<file path="config.mk">
export PLATFORM = sky130hd
export DESIGN_NAME = gptt_front_flat
export DESIGN_NICKNAME = d
export VERILOG_FILES = /design/src/rtl/core/assert_macros.svh /design/src/rtl/core/gptt_pkg.sv /design/src/rtl/core/gptt_if.sv /design/src/rtl/core/gptt_front.sv /design/src/flat_wrapper.sv
export SDC_FILE = /design/constraint.sdc
export NUM_CORES = 1
export LEC_CHECK = 0
export ABC_AREA = 1
export BUFFER_PORTS_ARGS = -buffer_cell sky130_fd_sc_hd__buf_2
export CORE_MARGIN = 1
export CORE_UTILIZATION = 41
export CTS_CLUSTER_DIAMETER = 100
export DETAILED_ROUTE_END_ITERATION = 12
export PLACE_DENSITY = 0.93
export SLEW_MARGIN = 15
export SYNTH_ARGS = -nofsm -noshare
export SYNTH_HDL_FRONTEND = slang
export SYNTH_SLANG_ARGS = --single-unit
</file>
<file path="constraint.sdc">
create_clock -name i_clk -period 1.93 [get_ports i_clk]
set_clock_uncertainty 0.05 [all_clocks]
set_input_delay 0 -clock i_clk [delete_from_list [all_inputs] [get_ports i_clk]]
set_output_delay 0 -clock i_clk [all_outputs]
set_load 0.05 [all_outputs]
</file>
<file path="src/rtl/core/assert_macros.svh">
// ----------------------------------------------------------------------------
// Assertion macros
// Shared concurrent assertion forms, clocked on i_clk and disabled in reset.
// ----------------------------------------------------------------------------
`ifndef ASSERT_MACROS_SVH
`define ASSERT_MACROS_SVH

// Plain property that must hold at every clock edge.
`define GPTT_ASSERT(label, prop, msg) \
    label: assert property (@(posedge i_clk) disable iff (!i_rst_n) (prop)) else $error(msg);

// Same-cycle implication.
`define GPTT_ASSERT_IMPL(label, ante, cons, msg) \
    label: assert property (@(posedge i_clk) disable iff (!i_rst_n) (ante) |-> (cons)) else $error(msg);

// Next-cycle implication.
`define GPTT_ASSERT_NEXT(label, ante, cons, msg) \
    label: assert property (@(posedge i_clk) disable iff (!i_rst_n) (ante) |=> (cons)) else $error(msg);

`endif

</file>
<file path="src/rtl/core/gptt_pkg.sv">
// ----------------------------------------------------------------------------
// gptt_pkg
// Types and constants shared by the page table translation block.
// ----------------------------------------------------------------------------
`default_nettype none

package gptt_pkg;

    localparam int ADDR_W              = 32;
    localparam int PAGE_SHIFT          = 12;
    localparam int PAGE_BYTES          = 4096;
    localparam int OFFSET_W            = PAGE_SHIFT;
    localparam int PAGE_W              = ADDR_W - PAGE_SHIFT;
    localparam int FRAME_W             = ADDR_W - PAGE_SHIFT;
    localparam int CNT_W               = 21;
    localparam int CFG_W               = 18;
    localparam int PAGES_W             = 18;
    localparam int ENTRY_W             = FRAME_W + 1;
    localparam int CFG_RESET           = 131072;
    localparam int DEFAULT_MAX_ENTRIES = 131072;
    localparam int QUEUE_DEPTH         = 2;
    localparam int QPTR_W              = (QUEUE_DEPTH > 1) ? $clog2(QUEUE_DEPTH) : 1;
    localparam int QCNT_W              = $clog2(QUEUE_DEPTH + 1);

    localparam logic [1:0] REQ_TRANSLATE = 2'd0;
    localparam logic [1:0] REQ_MAP       = 2'd1;
    localparam logic [1:0] REQ_MAP_CACHE = 2'd2;
    localparam logic [1:0] REQ_UNMAP     = 2'd3;

    typedef enum logic [1:0] {
        KIND_MISS,
        KIND_TRANSLATE,
        KIND_MAP,
        KIND_UNMAP
    } t_kind;

    typedef struct packed {
        t_kind                kind;
        logic [PAGE_W-1:0]    page;
        logic [OFFSET_W-1:0]  offset;
        logic [FRAME_W-1:0]   frame;
        logic [CNT_W-1:0]     pages;
    } t_cmd;

endpackage

`default_nettype wire

</file>
<file path="src/rtl/core/gptt_if.sv">
// ----------------------------------------------------------------------------
// gptt interfaces
// Request, result and configuration channels with valid/ready handshakes.
// ----------------------------------------------------------------------------
`default_nettype none

interface gptt_req_if;
    import gptt_pkg::*;
    logic              valid;
    logic              ready;
    logic [1:0]        req_type;
    logic [ADDR_W-1:0] virt_addr;
    logic [ADDR_W-1:0] phys_addr;
    logic [ADDR_W-1:0] length_bytes;

    modport source (output valid, req_type, virt_addr, phys_addr, length_bytes,
                    input ready);
    modport sink   (input valid, req_type, virt_addr, phys_addr, length_bytes,
                    output ready);
endinterface


interface gptt_cfg_if;
    import gptt_pkg::*;
    logic             valid;
    logic             ready;
    logic [CFG_W-1:0] table_entries;

    modport source (output valid, table_entries, input ready);
    modport sink   (input valid, table_entries, output ready);
endinterface

`default_nettype wire

</file>
<file path="src/rtl/core/gptt_front.sv">
// ----------------------------------------------------------------------------
// gptt_front
// Accepts requests, holds the table size register and classifies each request
// into a command for the execution side.
// ----------------------------------------------------------------------------
`default_nettype none

module gptt_front #(
    parameter int MAX_ENTRIES = gptt_pkg::DEFAULT_MAX_ENTRIES,
    parameter int LIM_W       = $clog2(MAX_ENTRIES + 1)
) (
    input  wire logic            i_clk,
    input  wire logic            i_rst_n,
    gptt_req_if.sink             i_req,
    gptt_cfg_if.sink             i_cfg,
    input  wire logic            i_clear_busy,
    input  wire logic            i_q_full,
    output logic                 o_push,
    output gptt_pkg::t_cmd       o_cmd,
    output logic [LIM_W-1:0]     o_limit
);
    import gptt_pkg::*;

    localparam int RESET_LIM = (CFG_RESET > MAX_ENTRIES) ? MAX_ENTRIES : CFG_RESET;

    logic [LIM_W-1:0]    r_limit;
    logic [LIM_W-1:0]    n_limit;
    logic [ADDR_W:0]     len_sum;
    logic [CNT_W-1:0]    walk_pages;
    logic [PAGE_W-1:0]   page;
    logic                in_range;

    assign i_cfg.ready = 1'b1;

    always_comb begin
        if (CNT_W'(i_cfg.table_entries) > CNT_W'(MAX_ENTRIES)) begin
            n_limit = LIM_W'(MAX_ENTRIES);
        end else begin
            n_limit = LIM_W'(i_cfg.table_entries);
        end
    end

    always_ff @(posedge i_clk) begin
        if (!i_rst_n) begin
            r_limit <= LIM_W'(RESET_LIM);
        end else if (i_cfg.valid && i_cfg.ready) begin
            r_limit <= n_limit;
        end
    end

    assign o_limit     = r_limit;
    assign i_req.ready = !i_q_full && !i_clear_busy;
    assign o_push      = i_req.valid && i_req.ready;

    assign page     = i_req.virt_addr[ADDR_W-1:PAGE_SHIFT];
    assign in_range = CNT_W'(page) < CNT_W'(r_limit);
    assign len_sum  = {1'b0, i_req.length_bytes} + (ADDR_W + 1)'(PAGE_BYTES - 1);

    always_comb begin
        if (len_sum[ADDR_W:PAGE_SHIFT] == '0) begin
            walk_pages = CNT_W'(1);
        end else begin
            walk_pages = len_sum[ADDR_W:PAGE_SHIFT];
        end
    end

    always_comb begin
        o_cmd.page   = page;
        o_cmd.offset = i_req.virt_addr[OFFSET_W-1:0];
        o_cmd.frame  = '0;
        o_cmd.pages  = '0;
        o_cmd.kind   = KIND_MISS;
        unique case (i_req.req_type) inside
            REQ_TRANSLATE: begin
                o_cmd.kind = in_range ? KIND_TRANSLATE : KIND_MISS;
            end
            REQ_MAP, REQ_MAP_CACHE: begin
                o_cmd.kind  = KIND_MAP;
                o_cmd.frame = i_req.phys_addr[ADDR_W-1:PAGE_SHIFT];
                o_cmd.pages = (page == '0) ? '0 : walk_pages;
            end
            REQ_UNMAP: begin
                o_cmd.kind  = KIND_UNMAP;
                o_cmd.pages = walk_pages;
            end
            default: begin
                o_cmd.kind = KIND_MISS;
            end
        endcase
    end

endmodule

`default_nettype wire

</file>
<file path="src/flat_wrapper.sv">
// flat-port wrapper written by rule: the top's interface ports become plain ports
module gptt_front_flat import gptt_pkg::*;
#(
    parameter int MAX_ENTRIES = gptt_pkg::DEFAULT_MAX_ENTRIES,
    parameter int LIM_W       = $clog2(MAX_ENTRIES + 1)
)
  (i_clk, i_rst_n, i_clear_busy, i_q_full, o_push, o_cmd, o_limit, i_req_valid, i_req_req_type, i_req_virt_addr, i_req_phys_addr, i_req_length_bytes, i_req_ready, i_cfg_valid, i_cfg_table_entries, i_cfg_ready);
  gptt_req_if i_req_i ();
  gptt_cfg_if i_cfg_i ();
  input  wire logic i_clk;
  input  wire logic i_rst_n;
  input  wire logic i_clear_busy;
  input  wire logic i_q_full;
  output logic o_push;
  output gptt_pkg::t_cmd o_cmd;
  output logic [LIM_W-1:0] o_limit;
  input wire logic [$bits(i_req_i.valid)-1:0] i_req_valid;
  input wire logic [$bits(i_req_i.req_type)-1:0] i_req_req_type;
  input wire logic [$bits(i_req_i.virt_addr)-1:0] i_req_virt_addr;
  input wire logic [$bits(i_req_i.phys_addr)-1:0] i_req_phys_addr;
  input wire logic [$bits(i_req_i.length_bytes)-1:0] i_req_length_bytes;
  output wire logic [$bits(i_req_i.ready)-1:0] i_req_ready;
  input wire logic [$bits(i_cfg_i.valid)-1:0] i_cfg_valid;
  input wire logic [$bits(i_cfg_i.table_entries)-1:0] i_cfg_table_entries;
  output wire logic [$bits(i_cfg_i.ready)-1:0] i_cfg_ready;
  assign i_req_i.valid = i_req_valid;
  assign i_req_i.req_type = i_req_req_type;
  assign i_req_i.virt_addr = i_req_virt_addr;
  assign i_req_i.phys_addr = i_req_phys_addr;
  assign i_req_i.length_bytes = i_req_length_bytes;
  assign i_req_ready = i_req_i.ready;
  assign i_cfg_i.valid = i_cfg_valid;
  assign i_cfg_i.table_entries = i_cfg_table_entries;
  assign i_cfg_ready = i_cfg_i.ready;
  gptt_front #(.MAX_ENTRIES(MAX_ENTRIES), .LIM_W(LIM_W)) u_core (.i_clk(i_clk), .i_rst_n(i_rst_n), .i_req(i_req_i), .i_cfg(i_cfg_i), .i_clear_busy(i_clear_busy), .i_q_full(i_q_full), .o_push(o_push), .o_cmd(o_cmd), .o_limit(o_limit));
endmodule
</file>
Word level (Yosys, flattened, before mapping)
Index checks and enable logic that the tools add are counted.
- word-level logic and storage cells: 22
- memory bits (read-only): 0
- latch bits: 0
- bits of input ports: 122
- output and inout port bits: 96
- bits in writable memories: 0
- memories: 0
- flip-flop bits (word level): 18
- reductions and logical operators: 8
- bitwise gates (word level): 0
- div/mod/pow operators: 0
- add/subtract/negate cells: 1
- shift-type cells: 0
- muxes and demuxes: 7
- $lt $le $gt $ge: 2
- multiply operators: 0
- eq/ne operators: 3
- operators by type and width (operator ; count):
    $mux 21 ; 2
    $pmux 21 s2 ; 1
    $add 32x12->33 const B ; 1
    $logic_not 21->1 ; 1
    $logic_not 20->1 ; 1
    $lt 20x18->1 ; 1
    $mux 20 ; 1
    $gt 18x18->1 const B ; 1
    $mux 18 ; 1
    $pmux 2 s3 ; 1
    $eq 2x2->1 const B ; 2
    $eq 2x1->1 const B ; 1
    $logic_and 1x1->1 ; 2
    $logic_not 1->1 ; 2
    $logic_not 2->1 ; 1
    $reduce_or 2->1 ; 1
    $mux 1 ; 1

Longest topological paths before layout
- word-level depth: 5
- gate-level depth with buffers: 16
- gate-level depth less buffers: 15

Worst setup path before layout
No wires, ideal clock.
- kind: register to output
- start point: register u_core.r_limit[5] (netlist: u_core.o_limit[5])
- end point: output port o_cmd[73] (netlist name)
- data required time: 1.880 ns
- buffers on the path: 0
- arrival: 1.954 ns
- cell stages (with the launch flop): 10
- path slack: -0.074 ns
- cell sequence: dfxtp_1 inv_1 ha_1 a21oi_1 nor3_1 a211oi_1 nor2_1 o21ai_0 nand4_1 nand2_1
- RTL lines (element ; RTL line ; text):
    from (decl) ; gptt_front.sv:26 ; logic [LIM_W-1:0] r_limit;
    from (signal assigned) ; gptt_front.sv:45 ; r_limit <= LIM_W'(RESET_LIM);
    from (signal assigned) ; gptt_front.sv:47 ; r_limit <= n_limit;
    to (decl) ; flat_wrapper.sv:15 ; output gptt_pkg::t_cmd o_cmd;

==> impl_metrics.tcl <==
set metrics [dict create \
    rrSetupSlack_ns 0.57 \
    place_hpwl_um 7770 \
    regArea_sq_um 365 \
    synth_edf_count 0 \
    clk_latency_ns 0.25 \
    core-area_sq_um 6490 \
    viasPerCell 5.25 \
    antenna_left 0 \
    grt_pass1_wl_um 15700 \
    largest_register_ffs 18 \
    drv_cap 0 \
    root_buffer "clkbuf_8" \
    synthesis.nets 647 \
    drive_above_1_share_pct 46.1 \
    area_delta_synth_final_pct 63.2 \
    synthTopCellsByArea "nand2_1 17%, inv_1 13%, dfxtp_1 13%" \
    fin_nets 839 \
    critPathSlowestCell "nand3_4" \
    place.gp.congestion 0.878 \
    worst_hold_path_type "input port to flip-flop" \
    grt_max_degree 29 \
    grt.total_usage_pct 26.6 \
    postSynthAreaPerCell_sq_um 5.58 \
    yosysWarnings 0 \
    min_delay_path_depth 3 \
    cts_sinks 18 \
    peakVddDrop_mv 0.477 \
    drt-pass1-iter-count 9 \
    power.density_nw_per_um2 449 \
    synth_flop_cell "dfxtp_1" \
    pre_cts_slack_ns -0.0531 \
    nFillCells 494 \
    die_x_um 84.9 \
    wl_per_cell_um 14.9 \
    slew_headroom_pct 64.0 \
    r2r_end "u_core.o_limit[17]" \
    synth_area_sq_um 2820 \
    power.total_uw 2070 \
    die_h_um 84.9 \
    wl_um 11500 \
    ys_types 32 \
    p_leak_uw 0.00257 \
    antenna_found_initial 0 \
    arrival_ns 2.06 \
    status "complete, but fails checks" \
    first_global_vias 3634 \
    cp_max_fo 7 \
    die_area_sq_um 7210 \
    violations "design-rule violations, negative setup slack" \
    worst_pin_slew_ns 0.538 \
    synth_top_area_share_pct 17.0 \
    cpPeakStageDelay_ns 0.24 \
    syn_inst 505 \
    synth-seq-area-share_pct 12.8 \
    cts_tree "yes" \
    required_ns 1.88 \
    clk_path_buf_depth 2 \
    fin_ws_ns -0.181 \
    crit_start "i_req_length_bytes[10]" \
    ys_seq_elements 18 \
    max_freq_mhz 474 \
    cts_inserted_buffers 3 \
    hold_viol 0 \
    reg2reg_depth 3 \
    crit_end "o_cmd[4]" \
    grt_setup_unrepaired "true" \
    port_buffers 180 \
    path_class "input port to output port" \
    rows 29 \
    diodes 0 \
    io_pins 218 \
    startpoint_type "input port" \
    rr_startpoint "u_core.o_limit[17]" \
    end_kind "output port" \
    synth_area_leader_cell "nand2_1" \
    drt_iter0_markers 246 \
    via_count 4058 \
    final-setup-viol-count 20 \
    initial_utilization_pct 43.4 \
    multi_input_area_sq_um 2200 \
    async_reset_ff_share_pct 0 \
    clkTransAtPathRegs_ns 0.07 \
    gr-total-overflow 0 \
    htreeDepth 1 \
    drc 9 \
    path_cells "buf_4 -> nor2_4 -> nand2_2 -> nor2_4 -> nand2_4 -> buf_12 -> nand2_4 -> inv_2 -> nand2_1 -> nand2_1 -> nor2_1 -> nand2_1 -> nor2_2 -> nand3_4 -> nand2_4 -> nor2_2 -> buf_2" \
    finalMaxSlewViolations 0 \
    min_period_ns 2.11 \
    fin_crit_sh_pct 109 \
]
-- critical path: cells and delay by family --
| kind | cells | cell delay, ns |
|---|---|---|
| buffers and inverters | 4 | 0.53 |
| AND/OR/NAND/NOR | 13 | 1.51 |
-- layout make-up --
cell class,count,area share (%)
multi-input combinational,346,47.9
tap,77,2.09
inverter,101,8.32
sequential,18,7.94
clock buffer,4,1.20
timing repair buffer,227,32.5
-- per-layer routing --
layer | vias up | routed length [um] | track usage (%)
met5 | - | 0 | 0
met4 | 0 | 514 | 14.5
met3 | 50 | 866 | 2.72
met2 | 251 | 5960 | 51.1
met1 | 1828 | 4140 | 28.5
li1 | 1929 | - | -
-- where the power goes --
group / internal (uW) / total, uW / switching [uW]
clock network: 181 / 308 / 127
logic: 413 / 1350 / 934
registers: 397 / 412 / 15.0
total: 991 / 2070 / 1080
-- cell usage after synthesis (6+ instances only) --
library cell and n:
nand3_1 20, nor3_1 6, buf_4 34, o21ai_0 6, nor2_2 13, nor4_1 6, clkbuf_1 7, nand4_1 14
dfxtp_1 18, a211oi_1 17, nor2_1 65, ha_1 20, nand2_1 128, inv_1 99, a21oi_1 27
-- cells in the final DEF (no fill, tap or decap), types with 5 or more instances in the layout --
cell           count
buf_2            155
nor2_4            25
nand2_4            5
nor4_1             5
inv_1             91
dlygate4sd3_1     16
nand2_1          106
nor2_2            20
buf_6             23
a21oi_1           24
nand2_2           20
nand4_1           14
ha_1              15
nor2_1            36
nand3_1           19
a211oi_1          17
dfxtp_1           14
buf_4             27
inv_2              9
-- stage by stage --
step	cells	hold slack (ns)	TNS (ns)	cell area, sq um	util (%)
after floorplan	505	0.0504	0	2820	-
after global placement	739	-0.0497	0	3670	56.5
after detailed placement	739	-0.0497	-0.726	3670	56.5
after CTS	759	0.0418	-0.000825	3910	60.3
after global routing	773	0.0534	-5.05	4600	70.9
final	773	0.0390	-2.40	4600	70.9
-- logic make-up after synthesis --
family,after synthesis,share of synthesized area [%]
and+or+nand+nor,269,42.5
AOI/OAI and AO/OA,53,11.2
adders and majority gates,20,8.87
buffers and inverters,144,24.5
DFF,18,12.8
other,1,0.133
-- worst min path at each step --
stage | start | to | slack [ns]
2_1_floorplan | i_cfg_valid | u_core.o_limit[17] | 0.05
3_3_place_gp | i_req_virt_addr[2] | o_cmd[43] | -0.05
3_5_place_dp | i_req_virt_addr[2] | o_cmd[43] | -0.05
4_1_cts | i_cfg_table_entries[9] | u_core.o_limit[9] | 0.04
5_1_grt | i_cfg_table_entries[14] | u_core.o_limit[14] | 0.05
6_report | i_cfg_table_entries[4] | u_core.o_limit[4] | 0.04
-- repair_timing --
action,in CTS,in global routing
hold buffers,16,0
gates cloned,0,6
pin swaps,0,43
hold endpoints to repair,14,0
setup endpoints to repair,20,23
buffers inserted,0,8
resized for setup,8,167
Power figures use the tool's default switching activity.
