===== src/rtl/core/assert_macros.svh =====
// ----------------------------------------------------------------------------
// Assertion macros
// Shared concurrent assertion forms, clocked on i_clk and disabled in reset.
// ----------------------------------------------------------------------------
`ifndef ASSERT_MACROS_SVH
`define ASSERT_MACROS_SVH

// Plain property that must hold at every clock edge.
`define GPTT_ASSERT(label, prop, msg) \
    label: assert property (@(posedge i_clk) disable iff (!i_rst_n) (prop)) else $error(msg);

// Same-cycle implication.
`define GPTT_ASSERT_IMPL(label, ante, cons, msg) \
    label: assert property (@(posedge i_clk) disable iff (!i_rst_n) (ante) |-> (cons)) else $error(msg);

// Next-cycle implication.
`define GPTT_ASSERT_NEXT(label, ante, cons, msg) \
    label: assert property (@(posedge i_clk) disable iff (!i_rst_n) (ante) |=> (cons)) else $error(msg);

`endif


===== src/rtl/core/gptt_pkg.sv =====
// ----------------------------------------------------------------------------
// gptt_pkg
// Types and constants shared by the page table translation block.
// ----------------------------------------------------------------------------
`default_nettype none

package gptt_pkg;

    localparam int ADDR_W              = 32;
    localparam int PAGE_SHIFT          = 12;
    localparam int PAGE_BYTES          = 4096;
    localparam int OFFSET_W            = PAGE_SHIFT;
    localparam int PAGE_W              = ADDR_W - PAGE_SHIFT;
    localparam int FRAME_W             = ADDR_W - PAGE_SHIFT;
    localparam int CNT_W               = 21;
    localparam int CFG_W               = 18;
    localparam int PAGES_W             = 18;
    localparam int ENTRY_W             = FRAME_W + 1;
    localparam int CFG_RESET           = 131072;
    localparam int DEFAULT_MAX_ENTRIES = 131072;
    localparam int QUEUE_DEPTH         = 2;
    localparam int QPTR_W              = (QUEUE_DEPTH > 1) ? $clog2(QUEUE_DEPTH) : 1;
    localparam int QCNT_W              = $clog2(QUEUE_DEPTH + 1);

    localparam logic [1:0] REQ_TRANSLATE = 2'd0;
    localparam logic [1:0] REQ_MAP       = 2'd1;
    localparam logic [1:0] REQ_MAP_CACHE = 2'd2;
    localparam logic [1:0] REQ_UNMAP     = 2'd3;

    typedef enum logic [1:0] {
        KIND_MISS,
        KIND_TRANSLATE,
        KIND_MAP,
        KIND_UNMAP
    } t_kind;

    typedef struct packed {
        t_kind                kind;
        logic [PAGE_W-1:0]    page;
        logic [OFFSET_W-1:0]  offset;
        logic [FRAME_W-1:0]   frame;
        logic [CNT_W-1:0]     pages;
    } t_cmd;

endpackage

`default_nettype wire


===== src/rtl/core/gptt_cmd_queue.sv =====
// ----------------------------------------------------------------------------
// gptt_cmd_queue
// Short command queue between the request front end and the execution side.
// ----------------------------------------------------------------------------
`default_nettype none

module gptt_cmd_queue (
    input  wire logic            i_clk,
    input  wire logic            i_rst_n,
    input  wire logic            i_push,
    input  wire gptt_pkg::t_cmd  i_cmd,
    output logic                 o_full,
    output logic                 o_valid,
    input  wire logic            i_pop,
    output gptt_pkg::t_cmd       o_cmd
);
    import gptt_pkg::*;

    t_cmd              r_slot [QUEUE_DEPTH];
    logic [QPTR_W-1:0] r_wr_ptr;
    logic [QPTR_W-1:0] r_rd_ptr;
    logic [QCNT_W-1:0] r_count;

    assign o_full  = r_count == QCNT_W'(QUEUE_DEPTH);
    assign o_valid = r_count != '0;
    assign o_cmd   = r_slot[r_rd_ptr];

    always_ff @(posedge i_clk) begin
        if (i_push) begin
            r_slot[r_wr_ptr] <= i_cmd;
        end
    end

    always_ff @(posedge i_clk) begin
        if (!i_rst_n) begin
            r_wr_ptr <= '0;
            r_rd_ptr <= '0;
            r_count  <= '0;
        end else begin
            if (i_push) begin
                r_wr_ptr <= (r_wr_ptr == QPTR_W'(QUEUE_DEPTH - 1)) ? '0 : r_wr_ptr + 1'b1;
            end
            if (i_pop) begin
                r_rd_ptr <= (r_rd_ptr == QPTR_W'(QUEUE_DEPTH - 1)) ? '0 : r_rd_ptr + 1'b1;
            end
            if (i_push && !i_pop) begin
                r_count <= r_count + 1'b1;
            end else if (!i_push && i_pop) begin
                r_count <= r_count - 1'b1;
            end
        end
    end

`include "assert_macros.svh"

    `GPTT_ASSERT_IMPL(a_push_not_full, i_push, !o_full || i_pop, "push into a full queue")
    `GPTT_ASSERT_IMPL(a_pop_not_empty, i_pop, o_valid, "pop from an empty queue")

endmodule

`default_nettype wire


===== config.mk =====
export PLATFORM = sky130hd
export DESIGN_NAME = gptt_cmd_queue
export DESIGN_NICKNAME = d
export VERILOG_FILES = /design/src/rtl/core/gptt_pkg.sv /design/src/rtl/core/gptt_cmd_queue.sv
export VERILOG_INCLUDE_DIRS = /design/src /design/src/rtl/core
export SDC_FILE = /design/constraint.sdc
export NUM_CORES = 1
export LEC_CHECK = 0
export ABC_CLOCK_PERIOD_IN_PS = 6190
export CAP_MARGIN = 10
export CORE_ASPECT_RATIO = 0.9
export CORE_MARGIN = 3
export CORE_UTILIZATION = 45
export CTS_BUF_LIST = sky130_fd_sc_hd__clkbuf_4
export CTS_CLUSTER_DIAMETER = 80
export DETAILED_ROUTE_END_ITERATION = 10
export DONT_BUFFER_PORTS = 1
export GPL_TIMING_DRIVEN = 1
export PLACE_DENSITY = 0.57
export SYNTH_ARGS = -nofsm -noshare
export SYNTH_HDL_FRONTEND = slang
export SYNTH_SLANG_ARGS = --single-unit
export TNS_END_PERCENT = 1

===== constraint.sdc =====
create_clock -name i_clk -period 6.19 [get_ports i_clk]
set_input_delay 0.3095 -clock i_clk [delete_from_list [all_inputs] [get_ports i_clk]]
set_output_delay 0.3095 -clock i_clk [all_outputs]
set_load 0.01 [all_outputs]

======== Word level (Yosys, flattened, before mapping) ========
Memories as Yosys holds them, arrays and structs flattened. A register that Yosys moved wholly into a read port is not among the register bits.
Cells that the tools add are included.
cells by class
  equality and inequality tests ........... 1
  add/subtract/negate cells ............... 4
  div/mod/pow operators ................... 0
  bitwise logic cells ..................... 0
  order comparisons ....................... 0
  $mul .................................... 0
  shift-type cells ........................ 0
  reductions and logical operators ........ 6
  mux-type cells .......................... 8
operators with widths
  cell                                                                number
  1-bit two-way mux                                                   6
  2-bit two-way mux                                                   2
  2-bit nonzero test                                                  2
  1-bit adder, second input constant                                  2
  2-bit by 1-bit adder with 2-bit output, second input constant       1
  2-bit equality test, second input constant                          1
  1-bit logical AND                                                   2
  1-bit logical NOT                                                   2
  2-bit by 1-bit subtractor with 2-bit output, second input constant  1
word-level totals
  bits in read-only memories .............. 0
  bits in latches ......................... 0
  word-level logic and storage cells ...... 23
  memories ................................ 1
  register bits after elaboration ......... 4
  input port bits ......................... 79
  RAM bits ................................ 150
memory list
  name    words  width  rd ports  clocked after memory_dff  wr ports  line                  RTL
  r_slot  2      75     1         1                         1         gptt_cmd_queue.sv:19  t_cmd r_slot [QUEUE_DEPTH];

======== Logic depth before layout (Yosys ltp) ========
Gate-level depths: netlist (run 1).
  word-level depth ........................ 4
  gate-level depth with buffers ........... 5

======== Worst setup path before layout (run 1) ========
OpenSTA, ideal clock, no wires.
  path kind ............................... register to register
  from .................................... register r_wr_ptr
  to ...................................... memory r_slot[0][0] in the netlist's numbering, enable pin
  arrival time ............................ 3653 ps
  clock period less this slack ............ 4172 ps
  buffers on the path ..................... 0
  library setup time ...................... 518 ps
  cell stages (with the launch flop) ...... 2
  path slack .............................. 2018 ps
  cells stage by stage .................... dfxtp_1 > nor2b_1
RTL lines
  item                    line                  RTL
  start, declared         gptt_cmd_queue.sv:20  logic [QPTR_W-1:0] r_wr_ptr;
  start signal, assigned  gptt_cmd_queue.sv:41  r_wr_ptr <= (r_wr_ptr == QPTR_W'(QUEUE_DEPTH - 1)) ? '0 : r_wr_ptr + 1'b1;
  end, declared           gptt_cmd_queue.sv:19
No word-level cell before the write port.

==> results of run 1 <==
stage by stage:
step | cell area (um2) | instances | hold slack, ps | util (%)
2_1_floorplan | 5650 | 255 | 408 | -
3_3_place_gp | 5790 | 408 | 408 | 47.6
3_5_place_dp | 5790 | 408 | 408 | 47.6
4_1_cts | 6780 | 517 | 89.2 | 55.7
5_1_grt | 6780 | 517 | 131 | 55.7
6_report | 6780 | 517 | 167 | 55.7
cells by family after synthesis:
family	share of synthesized area, %
AO/OA/AOI/OAI	0.354
AND/OR/NAND/NOR	1.04
adder cells (fa/ha/maj)	0.221
flip-flops	81.5
multiplexers	15.0
XOR/XNOR	0.465
buffers and inverters	1.44
area by class of cell:
type	count	area (um2)	area share [%]
Multi-Input combinational cell	91	972	14.3
Sequential cell	155	4610	68.0
Inverter	1	3.75	0.0554
Clock inverter	11	56.3	0.831
Clock buffer	20	150	2.21
Timing Repair Buffer	79	788	11.6
Tap cell	160	200	2.95
worst paths after layout:
kind | slack (ps) | end | cells past startpoint
max reg2reg | 4130 | r_wr_ptr | 4
max | 3800 | o_cmd[61] | 1
min | 170 | r_count[1] | 3
min reg2reg | 540 | r_count[1] | 2
cell usage after synthesis:
library cell,instances
buf_2,2
mux2_2,75
inv_1,1
buf_6,6
or2_2,1
ha_1,1
a21boi_1,1
dfxtp_1,5
edfxtp_1,150
xor2_1,2
or3_1,1
and2b_2,1
xnor2_1,1
o21a_1,1
nor2b_1,2
o21ai_0,1
and2_1,4
report_power, final:
part / switching [mW] / internal, mW / leakage (nW)
Sequential: 0.0315 / 1.21 / 1.45
Combinational: 0.0918 / 0.0949 / 0.679
Clock: 0.312 / 0.161 / 0.112
state kept, by name, indices dropped and copies added, names as in the netlist, named ones only:
| signal | count |
|---|---|
| r_slot | 150 |
| r_wr_ptr | 1 |
| r_rd_ptr | 1 |
| r_count | 2 |
layer usage:
layer | track usage, % | routed length [um]
met1 | 16.3 | 3650
met2 | 23.9 | 4900
met3 | 6.70 | 851
met4 | 5.26 | 144
met5 | 0 | 0
==> reports/qor.yml, run 1 <==
ctsHoldBuffers: 78
synth_area_mm2: 0.00565
first_pass_iters: 4
rsz0062_at_grt: "false"
cts_tree: "yes"
clock-root-buffer: "clkbuf_4"
setup_ws_ps: 3800
period_share_pct: 38.5
ys_warn_count: 0
grt_pass1_vias: 2832
antenna_cells: 0
setup_viol: 0
fin_tns_setup_ps: 0
crit_path_top_delay_cell: "dfxtp_4"
drive_gt1_share_pct: 30.0
synth_top_area_share_pct: 79.8
worstSetupPathType: "flip-flop to output pin"
wire_per_inst_um: 18.5
hold_viol: 0
clk_pin_slew_ps: 110
nets: 425
drt-initial-drc-count: 271
outcome: "finished clean"
p_leak_nw: 2.24
totalWireLength_mm: 9.55
clk_path_buf_depth: 2
yosys_register_bits: 155
worstSkewPairLatency_ps: 510
start_util_pct: 46.4
worstReg2RegStart: "r_wr_ptr"
critPathRequiredTime_ps: 5880
skew_ps: 9.22
drc: 0
power_density_mw_per_mm2: 281
rows: 38
max_stage_delay_ps: 1010
synth_top_area_cell: "edfxtp_1"
clock_sinks: 155
yosysSeqAreaShare_pct: 81.5
endpoint_kind: "output pin"
fillers: 969
maxSlewViolCount: 0
path_buf_inv: 0
num_vias: 2599
finalCriticalPeriod_ps: 2390
path_max_fanout: 75
yosys-top-cells-area: "edfxtp_1 80%, mux2_2 15%, dfxtp_1 1.8%"
syn_nets: 335
ios: 156
dieWidth_um: 124
dp_slack_ps: 4330
fp.dieH_um: 112
grtUsageTotal_pct: 14.4
grt_pass1_wl_mm: 14.9
p_total_mw: 1.90
overflow: 0
max_freq_mhz: 419
cts_htree_levels: 4
viasPerCell: 5.03
cts_inserted_buffers: 17
ant_nets: 0
synthToLayoutAreaGrowth_pct: 20.0
globalplace.congestion: 0.685
syn_inst: 255
post-cts-setup-buffers: 0
hold_path_class: "input pin to flip-flop"
path_cells: "mux2_2"
slew_headroom_pct: 31.5
yosys.cell_types.count: 17
core_mm2: 0.0122
final_cell_mix: "150 x edfxtp_1, 78 x dlygate4sd3_1, 75 x mux2_2"
worstHoldStart: "i_push"
syn_avg_cell_area_um2: 22.1
dieArea_mm2: 0.0139
io_buffers: 0
maxCapViolations: 0
grt_max_degree: 77
arrival_ps: 2080
post_cts_resized: 0
critical-path-top-delay-family: "flip-flops"
startpoint_type: "flip-flop"
antenna_found_initial: 0
layout_commonest_cell: "edfxtp_1"
ir_drop_mv: 0.172
worst-slew-pin-transition_ps: 1030
(Power assumes the default switching activity.)
==> run 2: changes to the inputs <==
ABC_AREA = 1   (was unset)
ABC_CLOCK_PERIOD_IN_PS = 2200   (was 6190)
clock period = 2.2 ns   (was 6.19 ns; I/O delays follow)
==> reports/qor.yml, run 2 <==
outcome: "finished clean"  # unchanged
synth-edff-count: 150  # unchanged
overflow: 0  # unchanged
slew_headroom_pct: 65.4  # was 31.5%
hold_viol: 0  # unchanged
grt_pass1_wl_mm: 15.5  # was 14.9 mm
ios: 156  # unchanged
cts_inserted_buffers: 17  # unchanged
ir_drop_mv: 0.479  # was 0.172 mV
worstSetupPathType: "flip-flop to output pin"  # unchanged
num_vias: 2653  # was 2,599
first_pass_iters: 5  # was 4
fp.dieH_um: 114  # was 112 um
syn_inst: 268  # was 255
synth_top_area_cell: "edfxtp_1"  # unchanged
ant_nets: 0  # unchanged
fin_tns_setup_ps: 0  # unchanged
drive_gt1_share_pct: 29.4  # was 30.0%
start_util_pct: 47.3  # was 46.4%
io_buffers: 0  # unchanged
synth_top_area_share_pct: 77.1  # was 79.8%
synth_area_mm2: 0.00584  # was 0.00565 mm2
syn_nets: 348  # was 335
path_buf_inv: 1  # was 0
worst-slew-pin-transition_ps: 518  # was 1030 ps
synth.most_common_cell: "edfxtp_1"  # unchanged
nets: 445  # was 425
critical-path-top-delay-family: "multiplexers"  # was flip-flops
syn_avg_cell_area_um2: 21.8  # was 22.1 um2
cts_tree: "yes"  # unchanged
path_cells: "buf_4 -> mux2_2"  # was mux2_2
path_max_fanout: 30  # was 75
synth.top_cells.by_count: "150 x edfxtp_1, 50 x mux2_4, 25 x mux2_2"  # was 150 x edfxtp_1, 75 x mux2_2, 6 x buf_6
yosysSeqAreaShare_pct: 78.8  # was 81.5%
arrival_ps: 1730  # was 2080 ps
antenna_found_initial: 0  # unchanged
synth_flop_cell: "edfxtp_1"  # unchanged
top_register: "r_slot"  # unchanged
globalplace.congestion: 0.669  # was 0.685
synthToLayoutAreaGrowth_pct: 21.5  # was 20.0%
drc: 0  # unchanged
clk_pin_slew_ps: 120  # was 110 ps
period_share_pct: 83.6
ys_warn_count: 0  # unchanged
dieArea_mm2: 0.0144  # was 0.0139 mm2
max_stage_delay_ps: 430  # was 1010 ps
critPathRequiredTime_ps: 2090  # was 5880 ps
final_cell_mix: "150 x edfxtp_1, 80 x dlygate4sd3_1, 50 x mux2_4"  # was 150 x edfxtp_1, 78 x dlygate4sd3_1, 75 x mux2_2
clock_sinks: 155  # unchanged
layout_commonest_cell: "edfxtp_1"  # unchanged
power_density_mw_per_mm2: 778  # was 281 mW/mm2
antenna_cells: 0  # unchanged
totalWireLength_mm: 9.85  # was 9.55 mm
wire_per_inst_um: 18.3  # was 18.5 um
grt_max_degree: 46  # was 77
drt-initial-drc-count: 201  # was 271
finalCriticalPeriod_ps: 1840
post-cts-setup-buffers: 0  # unchanged
dp_hpwl_mm: 6.07
max_freq_mhz: 543
maxSlewViolCount: 0  # unchanged
yosys_register_bits: 155  # unchanged
p_total_mw: 5.52  # was 1.90 mW
rsz0062_at_grt: "false"  # unchanged
clk_path_buf_depth: 2  # unchanged
busiest_layer: "met2"  # unchanged
clock-root-buffer: "clkbuf_4"  # unchanged
grtUsageMet3_pct: 6.16  # was 6.70%
fin_area_mm2: 0.00710  # was 0.00678 mm2
setup_viol: 0  # unchanged
yosys.cell_types.count: 14  # was 17
place_area_mm2: 0.00606  # was 0.00579 mm2
yosys-top-cells-area: "edfxtp_1 77%, mux2_4 13%, mux2_2 4.8%"  # was edfxtp_1 80%, mux2_2 15%, dfxtp_1 1.8%
startpoint_type: "flip-flop"  # unchanged
grtUsageTotal_pct: 14.4  # about the same
largest_register_ffs: 150  # unchanged
fillers: 951  # was 969
reg2reg_setup_slack_ps: 390  # was 4130 ps
skew_ps: 11.9  # was 9.22 ps
cts_htree_levels: 4  # unchanged
ys_async_sr_fraction_pct: 0  # unchanged
core_mm2: 0.0124  # was 0.0122 mm2
rows: 38  # unchanged
dieWidth_um: 126  # was 124 um
p_leak_nw: 2.52  # was 2.24 nW
crit_path_top_delay_cell: "mux2_2"  # was dfxtp_4
grt_pass1_vias: 2856  # was 2,832
maxCapViolations: 0  # unchanged
grt_use_met2_pct: 22.2  # was 23.9%
endpoint_kind: "output pin"  # unchanged
grt_use_met1_pct: 18.4  # was 16.3%
hold_path_class: "input pin to flip-flop"  # unchanged
viasPerCell: 4.93  # was 5.03
top_regs: "r_slot: 150 flops, r_count: 2 flops"  # unchanged
worstSkewPairLatency_ps: 510  # about the same
[run 2: report_power, final]
part / leakage (nW) / internal [mW] / switching (mW)
registers: 1.45 / 3.41 / 0.0400
logic: 0.941 / 0.301 / 0.305
clock network: 0.131 / 0.586 / 0.878
[run 2: stage by stage]
stage / setup WS, ps / instances / hold slack [ps] / utilization, %
floorplan: -149 / 268 / 209 / -
global placement: 912 / 426 / 209 / 49.0
detailed placement: 899 / 426 / 209 / 49.0
CTS: 287 / 538 / 47.5 / 57.4
global route: 218 / 538 / 50.6 / 57.4
finish: 360 / 538 / 101 / 57.4
[run 2: cells by family after synthesis]
family	synth area share, %
adders and majority gates	0.214
muxes	17.7
AOI/OAI and AO/OA	0.171
buffers and inverters	1.84
DFF	78.8
and+or+nand+nor	1.29
[run 2: final timing paths]
| kind | startpoint | to | depth (start not counted) |
|---|---|---|---|
| worst max-delay path | flip-flop | o_cmd[56] | 2 |
| worst min register to register | r_rd_ptr | r_rd_ptr | 2 |
| worst min-delay path | i_push | r_slot[1][0] | 3 |
| worst max register to register | r_wr_ptr | r_wr_ptr | 5 |
[run 2: area by class of cell]
class / instances / area [um2] / area share, %
multi-input cells: 97 / 1140 / 16.0
clock inverters: 11 / 78.8 / 1.11
flip-flops and latches: 155 / 4610 / 64.9
inverters: 8 / 31.3 / 0.441
clock buffers: 21 / 158 / 2.22
repair buffers: 86 / 883 / 12.4
well taps: 160 / 200 / 2.82
[run 2: worst register-to-register path, cell delays in order, from the launching register on]
cell and delay, ps:
dfxtp_1 410, nand2_1 100, nand2_1 70, dlygate4sd3_1 560, nor2_1 40, dlygate4sd3_1 540
[run 2: what timing repair did]
item,CTS,global route
gates resized for setup,0,0
hold buffers,80,0
endpoints found under the hold margin,155,0
endpoints found under the setup margin,0,0
[run 2: metal layers]
layer	routed length [um]	vias up
li1	-	1234
met1	4270	1303
met2	4750	110
met3	742	6
met4	89	0
met5	0	-
